<file path="config.mk">
export PLATFORM = sky130hd
export DESIGN_NAME = srd_cell
export DESIGN_NICKNAME = d
export VERILOG_FILES = /design/src/hw/rtl/srd_pkg.sv /design/src/hw/rtl/srd_cell.sv
export SDC_FILE = /design/constraint.sdc
export NUM_CORES = 1
export LEC_CHECK = 0
export BUFFER_PORTS_ARGS = -buffer_cell sky130_fd_sc_hd__buf_2
export CELL_PAD_IN_SITES_DETAIL_PLACEMENT = 0
export CELL_PAD_IN_SITES_GLOBAL_PLACEMENT = 1
export CORE_ASPECT_RATIO = 1.25
export CORE_MARGIN = 5
export CORE_UTILIZATION = 41
export DETAILED_ROUTE_END_ITERATION = 8
export PLACE_DENSITY_LB_ADDON = 0.1
export SLEW_MARGIN = 10
export SYNTH_ARGS = -nofsm -noshare
export SYNTH_HDL_FRONTEND = slang
export SYNTH_SLANG_ARGS = --single-unit
</file>
<file path="constraint.sdc">
create_clock -name clk -period 6.17 [get_ports clk]
set_input_delay 0.9255 -clock clk [delete_from_list [all_inputs] [get_ports clk]]
set_output_delay 0.9255 -clock clk [all_outputs]
set_load 0.02 [all_outputs]
</file>
<file path="src/hw/rtl/srd_pkg.sv">
`timescale 1ns / 1ps
// ----------------------------------------------------------------------------
// srd_pkg - shared types for the signed restoring divider
// Control word that travels alongside each beat through the cell chain.
// ----------------------------------------------------------------------------
package srd_pkg;

	// Per-stage control: occupancy plus the sign and zero-divisor marks
	// that are settled at the front and only applied at the back.
	typedef struct packed {
		logic valid;
		logic neg;
		logic dbz;
	} srd_ctl_t;

	localparam srd_ctl_t SRD_CTL_IDLE = '{valid: 1'b0, neg: 1'b0, dbz: 1'b0};

endpackage

</file>
<file path="src/hw/rtl/srd_cell.sv">
`timescale 1ns / 1ps
// ----------------------------------------------------------------------------
// srd_cell - one restoring shift-and-subtract step
// Shifts the next dividend bit into the partial remainder, trial-subtracts the
// divisor and shifts the quotient bit into the low end of the work word.
// ----------------------------------------------------------------------------
module srd_cell import srd_pkg::*; #(
	parameter int WIDTH = 32
) (
	input  logic             clk,
	input  logic             arst_n,
	input  srd_ctl_t         ctl_in,
	input  logic [WIDTH-1:0] rem_in,
	input  logic [WIDTH-1:0] work_in,
	input  logic [WIDTH-1:0] den_in,
	input  logic             ready_next,
	output logic             ready,
	output srd_ctl_t         ctl_out,
	output logic [WIDTH-1:0] rem_out,
	output logic [WIDTH-1:0] work_out,
	output logic [WIDTH-1:0] den_out
);

	srd_ctl_t         ctl_q;
	logic [WIDTH-1:0] rem_q;
	logic [WIDTH-1:0] work_q;
	logic [WIDTH-1:0] den_q;

	logic [WIDTH:0]   trial;
	logic [WIDTH+1:0] diff;
	logic             ge;
	logic [WIDTH-1:0] rem_next;
	logic [WIDTH-1:0] work_next;

	// bubble collapse: take a beat when empty or when the neighbor moves on
	assign ready = !ctl_q.valid || ready_next;

	always_comb begin
		trial     = {rem_in, work_in[WIDTH-1]};
		diff      = {1'b0, trial} - {2'b00, den_in};
		ge        = !diff[WIDTH+1];
		rem_next  = ge ? diff[WIDTH-1:0] : trial[WIDTH-1:0];
		work_next = {work_in[WIDTH-2:0], ge};
	end

	always_ff @(posedge clk or negedge arst_n) begin
		if (!arst_n) begin
			ctl_q <= SRD_CTL_IDLE;
		end else if (ready) begin
			ctl_q <= ctl_in;
		end
	end

	always_ff @(posedge clk) begin
		if (ready && ctl_in.valid) begin
			rem_q  <= rem_next;
			work_q <= work_next;
			den_q  <= den_in;
		end
	end

	assign ctl_out  = ctl_q;
	assign rem_out  = rem_q;
	assign work_out = work_q;
	assign den_out  = den_q;

endmodule

</file>
==> metrics.md, run 1 <==
| Metric | Value |
|---|---|
| Met2 wire len | `7044 µm` |
| Effective utilization at floorplan | `0.4217` |
| Slew HR | `0.4537` |
| CTS resizes | `0` |
| Cell Area, Placed | `0.006566 mm²` |
| Layout area overhead | `27.80%` |
| Setup Crit Path Kind | `primary input to flop` |
| # IOs | `202` |
| DR DRC count | `0` |
| Finished Core Util | `0.5389` |
| Dpl cells | `794` |
| Main synth FF type | `edfxtp_1` |
| Fmax | `0.2534 GHz` |
| Clock Path Buffers | `2` |
| CP required | `6.27 ns` |
| Lkg Pwr | `3.127 nW` |
| # rows | `46` |
| Post-CTS setup buffer count | `0` |
| Share of layout cells above drive strength 1 | `0.4019` |
| GRT Overall Usage | `0.1660` |
| Final HPWL DP | `10710 µm` |
| Met1 WL | `5117 µm` |
| Cell Area, Synth | `0.005388 mm²` |
| Wire per inst | `16.32 µm` |
| Status | `finished clean` |
| Mapped Cells | `429` |
| First-pass GRT wire length | `20780 µm` |
| Clock sinks | `99` |
| DR pass1 iterations | `4` |
| Root Driver | `clkbuf_16` |
| Fillers | `1195` |
| Clock latency on the worst-skew pair | `0.35 ns` |
| Seq/Total Area, Yosys | `0.5490` |
| Count of cell types in the netlist | `54` |
| Vias in the first global route | `4146` |
| CTS Hold Bufs | `0` |
| Gr ovfl total | `0` |
| Initial antenna violation count | `3` |
| Cts bufs inserted | `9` |
| Final hold slack | `0.3607 ns` |
| Unrepaired setup endpoints after global routing | `false` |
| CTS tree | `done` |
| Syn Nets | `564` |
| Ys Warns | `0` |
| Worst Max-Slew Pin Slew | `0.8194 ns` |
| Via Count | `4031` |
| Period utilisation layout | `0.6395` |
| Final setup violation count | `0` |
| Post-layout net count | `772` |
| Placement Setup Slack | `1.787 ns` |
| Clock-pin slew on the worst setup and hold paths | `0.07 ns` |
| Power Total | `1.849 mW` |
| Setup ws final | `2.224 ns` |
| Max Slew Vio Count | `0` |
| Clock skew | `0.004378 ns` |
| FFs w/ async S/R, synth | `0.03030` |
| Peak VDD IR | `0.1433 mV` |
| Avg Cell Area, Syn | `12.56 µm²` |
| Post-DRT Antenna Nets | `0` |
| Final WL | `13270 µm` |
| Design Area, Final | `0.006885 mm²` |
| Worst-path maximum fanout | `17` |
| Final hold violations | `0` |
| Clock H-tree levels | `3` |
| Max layer used | `met4` |
| Metal3 WL | `793 µm` |
| Crit path launch type | `primary input` |
| Fin crit period | `3.946 ns` |
| Crit. End Element | `flop` |
| GPL Wtd Cong | `0.8115` |
| Most frequent cells in the layout | `201 x buf_2, 96 x edfxtp_1, 43 x inv_1` |
| Setup TNS | `0 ns` |
| Hold Crit Class | `primary input to async pin` |
| Layout Cells excl Fill | `813` |
| P per Cell Area | `268.6 mW/mm²` |
| Die W | `112.5 µm` |
| Worst Path Arrival | `4.04 ns` |
| Max Cap Viol | `0` |
| Commonest non-fill, non-tap cell in the layout | `buf_2` |
| Port bufs | `201` |
| Largest net degree at the start of global routing | `54` |
| Synthesis-stage register bit count | `99` |
| Chip Height | `138.2 µm` |
| DRT iter0 DRCs | `142` |
| CORE AREA | `0.01278 mm²` |
| Post-synth EDFFs | `96` |
| Via density | `4.958` |
| Die area | `0.01555 mm²` |
[sequential cells by signal, summed over array words and instances (netlist names)]
| name | flops |
|---|---|
| rem_out | 32 |
| ctl_out | 3 |
| work_out | 32 |
| den_out | 32 |
[critical path, stage by stage]
cell      delay [ns]
buf_2           0.09
inv_1           0.04
ha_1            0.42
and3_4          0.25
nand2_1         0.08
or3_4           0.41
o31ai_2         0.20
a21boi_2        0.12
a31oi_4         0.68
buf_4           0.43
mux2_2          0.38
[area by class of cell]
cell class                 instances  area, µm²  area share
timing repair buffer             203       1021      0.1483
inverter                          43      161.4     0.02344
antenna                            3      7.507    0.001090
clock buffer                       9      225.2     0.03271
tap                              168      210.2     0.03053
clock inverter                     7      86.33     0.01254
multi-input combinational        281       2216      0.3218
sequential                        99       2958      0.4296
[per-layer routing]
| metal | global-route usage | vias up |
|---|---|---|
| met5 | 0 | - |
| met3 | 0.03841 | 21 |
| met4 | 0.06329 | 0 |
| met2 | 0.3071 | 132 |
| met1 | 0.1821 | 1853 |
| li1 | - | 2025 |
[synth_stat cells (9+ instances only)]
cell type | instances | area (µm²)
nor2_1 | 17 | 63.81
nand2_1 | 27 | 101.4
xnor2_1 | 17 | 148.9
mux2_4 | 25 | 375.4
inv_1 | 43 | 161.4
a21o_1 | 9 | 67.56
o21ai_0 | 16 | 80.08
ha_1 | 32 | 400.4
edfxtp_1 | 96 | 2883
a21oi_1 | 35 | 175.2
[worst paths after layout]
| kind | start | end | slack, ns | cells after the start |
|---|---|---|---|---|
| setup / recovery | den_in[15] | rem_out[2]$_DFFE_PP_ | 2.22 | 11 |
| hold / removal | arst_n | ctl_out[1]$_DFFE_PN0N_ | 0.36 | 1 |
| setup reg to reg | ctl_out[2]$_DFFE_PN0N_ | rem_out[24]$_DFFE_PP_ | 4.00 | 3 |
| hold reg to reg | ctl_out[1]$_DFFE_PN0N_ | ctl_out[1]$_DFFE_PN0N_ | 0.51 | 1 |
| max in group asynchronous | arst_n | ctl_out[0]$_DFFE_PN0N_ | 5.70 | 1 |
| min in group clk | ctl_out[1]$_DFFE_PN0N_ | ctl_out[1]$_DFFE_PN0N_ | 0.51 | 1 |
[where the power goes]
group	internal (mW)	switching, mW
Sequential	0.805	0.0104
Combinational	0.202	0.258
Clock	0.293	0.281
[cells by family (layout without fill, tap and decap cells)]
family	count (synthesis)	after routing	share of synthesized area
XOR/XNOR	24	24	0.03902
AND/OR/NAND/NOR	85	85	0.07757
buffers and inverters	49	262	0.04018
flip-flops	99	99	0.5490
multiplexers	34	34	0.08732
other	0	3	0
AO/OA/AOI/OAI	105	105	0.1289
adder cells (fa/ha/maj)	33	33	0.07803
Power figures use the tool's default switching activity.
==> inputs of run 2 (changes only) <==
CORE_UTILIZATION = 35   (was 41)
clock period = 3.35 ns   (was 6.17 ns; I/O delays follow)
==> run 2 against run 1 <==
Effect of this change: largest cell class unchanged; core utilization decreased by 7.0 points; die area increased by 16%; cell area increased by 2.7%; via count increased by 2.0%; first-iteration DRC count increased by 33%; clock-buffer cell count unchanged; final cell count increased by 6.2%; worst hold slack got worse by 0.037 ns; clock power increased by 91%; combinational power increased by 92%; wire length increased by 5.5%; critical path depth increased by 2.
==> metrics.md, run 2 (synthesis gave the netlist of run 1 again) <==
| Metric | Value |
|---|---|
| Status | `finished clean (unchanged)` |
| Hold Crit Class | `primary input to flop (was primary input to async pin)` |
| Fin crit period | `2.930 ns` |
| Layout area overhead | `31.19% (was 27.80%)` |
| Crit. End Element | `flop (unchanged)` |
| Via Count | `4110 (was 4031)` |
| Critical Path End | `rem_out[28]$_DFFE_PP_ (was rem_out[2]$_DFFE_PP_)` |
| Most frequent cells in the layout | `201 x buf_2, 96 x edfxtp_1, 43 x inv_1 (unchanged)` |
| Port bufs | `201 (unchanged)` |
| Setup TNS | `0 ns (unchanged)` |
| # rows | `50 (was 46)` |
| First-pass GRT wire length | `21650 µm (was 20780 µm)` |
| CORE AREA | `0.01508 mm² (was 0.01278 mm²)` |
| Vias in the first global route | `4200 (was 4146)` |
| Clock-pin slew on the worst setup and hold paths | `0.07 ns (about the same)` |
| Cts bufs inserted | `9 (unchanged)` |
| Max Cap Viol | `0 (unchanged)` |
| Storage cell area | `0.002958 mm² (unchanged)` |
| Die W | `121.0 µm (was 112.5 µm)` |
| Area occupied by multi-input gates | `0.002216 mm² (unchanged)` |
| Post-DRT Antenna Nets | `0 (unchanged)` |
| Unrepaired setup endpoints after global routing | `false (unchanged)` |
| Worst-path maximum fanout | `3 (was 17)` |
| Share of layout cells above drive strength 1 | `0.4122 (was 0.4019)` |
| Worst Path Arrival | `3.03 ns (was 4.04 ns)` |
| Fillers | `1444 (was 1195)` |
| Via density | `4.762 (was 4.958)` |
| Worst path max stage delay | `0.42 ns (was 0.68 ns)` |
| Setup ws final | `0.4200 ns (was 2.224 ns)` |
| Post-layout net count | `785 (was 772)` |
| CTS tree | `done (unchanged)` |
| Final HPWL DP | `11110 µm (was 10710 µm)` |
| Fmax | `0.3413 GHz` |
| Setup Crit Path Kind | `primary input to flop (unchanged)` |
| Commonest non-fill, non-tap cell in the layout | `buf_2 (unchanged)` |
| Post-CTS setup buffer count | `0 (unchanged)` |
| Max Slew Vio Count | `0 (unchanged)` |
| FF-to-FF End | `rem_out[22]$_DFFE_PP_ (was rem_out[24]$_DFFE_PP_)` |
| Clock skew | `0.005549 ns (was 0.004378 ns)` |
| R2R Path Start | `ctl_out[2]$_DFFE_PN0N_ (unchanged)` |
| DR pass1 iterations | `4 (unchanged)` |
| DR DRC count | `0 (unchanged)` |
| Crit path from | `work_in[31] (was den_in[15])` |
| Slew HR | `0.6393 (was 0.4537)` |
| Wire per inst | `16.21 µm (was 16.32 µm)` |
| Clock H-tree levels | `3 (unchanged)` |
| Lkg Pwr | `3.203 nW (was 3.127 nW)` |
| R2R depth | `3 (unchanged)` |
| Largest net degree at the start of global routing | `61 (was 54)` |
| GPL Wtd Cong | `0.7662 (was 0.8115)` |
| Clock sinks | `99 (unchanged)` |
| Crit path launch type | `primary input (unchanged)` |
| Chip Height | `148.7 µm (was 138.2 µm)` |
| GRT Overall Usage | `0.1530 (was 0.1660)` |
| Final WL | `13990 µm (was 13270 µm)` |
| Worst Max-Slew Pin Slew | `0.5410 ns (was 0.8194 ns)` |
| Initial antenna violation count | `0 (was 3)` |
| Slowest CP cell | `fa_1 (was a31oi_4)` |
| Power Total | `3.490 mW (was 1.849 mW)` |
| # IOs | `202 (unchanged)` |
| DRT iter0 DRCs | `189 (was 142)` |
| Root Driver | `clkbuf_16 (unchanged)` |
| Final hold violations | `0 (unchanged)` |
| Die area | `0.01799 mm² (was 0.01555 mm²)` |
| Effective utilization at floorplan | `0.3573 (was 0.4217)` |
| Period utilisation layout | `0.8746` |
| Clock latency on the worst-skew pair | `0.35 ns (about the same)` |
| Peak VDD IR | `0.2639 mV (was 0.1433 mV)` |
| P per Cell Area | `493.8 mW/mm² (was 268.6 mW/mm²)` |
| Gr ovfl total | `0 (unchanged)` |
| Setup slack on the worst flop-to-flop path | `1.52 ns (was 4.00 ns)` |
| Ant diodes | `0 (was 3)` |
| Clock Path Buffers | `2 (unchanged)` |
| CP required | `3.45 ns (was 6.27 ns)` |
| Final setup violation count | `0 (unchanged)` |
| Hold depth | `1` |
| Crit-path cells | `buf_2 > inv_1 > ha_1 > inv_1 > fa_1 > a211oi_1 > o211a_1 > o31a_1 > a21oi_1 > a41oi_1 > o21a_1 > a21oi_1 > mux2_4 (was buf_2 > inv_1 > ha_1 > and3_4 > nand2_1 > or3_4 > o31ai_2 > a21boi_2 > a31oi_4 > buf_4 > mux2_2)` |
| Placement Setup Slack | `0.07959 ns (was 1.787 ns)` |
run 2: final cells by class:
type	instances	area share
Sequential cell	99	0.4185
Multi-Input combinational cell	281	0.3135
Timing Repair Buffer	216	0.1639
Tap cell	208	0.03682
Clock buffer	9	0.03186
Inverter	43	0.02284
Clock inverter	7	0.01257
run 2: routing by layer:
| metal | vias to the layer above | share of wire | routed length (µm) | GRT usage |
|---|---|---|---|---|
| li1 | 2042 | - | - | - |
| met1 | 1921 | 0.41 | 5751 | 0.1793 |
| met2 | 135 | 0.50 | 7032 | 0.2740 |
| met3 | 12 | 0.072 | 1003 | 0.03271 |
| met4 | 0 | 0.015 | 205 | 0.05442 |
| met5 | - | 0 | 0 | 0 |
run 2: power by group:
group	switching [mW]	internal [mW]	total (mW)
Clock	0.506	0.597	1.10
Sequential	0.0216	1.48	1.50
Combinational	0.484	0.399	0.883
Total	1.01	2.48	3.49
run 2: critical path: cells and delay by family:
family                   cells  cell delay [ns]
AO/OA/AOI/OAI                7             1.46
adder cells (fa/ha/maj)      2             0.59
buffers and inverters        3             0.23
multiplexers                 1             0.25
run 2: how the worst min path moves through the flow:
| stage | startpoint | endpoint |
|---|---|---|
| 5_1_grt | work_in[19] | work_out[20]$_DFFE_PP_ |
| 4_1_cts | work_in[19] | work_out[20]$_DFFE_PP_ |
| 3_5_place_dp | arst_n | ctl_out[0]$_DFFE_PN0N_ |
| 3_3_place_gp | arst_n | ctl_out[0]$_DFFE_PN0N_ |
| 2_1_floorplan | arst_n | ctl_out[0]$_DFFE_PN0N_ |
| 6_report | work_in[19] | work_out[20]$_DFFE_PP_ |
run 2: repair_timing:
action,in CTS,in global routing
hold endpoints to repair,3,0
resized for setup,0,0
endpoints found under the setup margin,0,0
hold buffers,1,0
run 2: stage by stage:
stage	cell area, µm²	hold slack [ns]	cells	util
final	7068	0.3234	863	0.4688
after global routing	7068	0.3027	863	0.4688
after CTS	7068	0.3091	863	0.4688
after detailed placement	6744	0.3005	846	0.4473
after global placement	6744	0.2965	846	0.4473
after floorplan	5389	0.2069	429	-
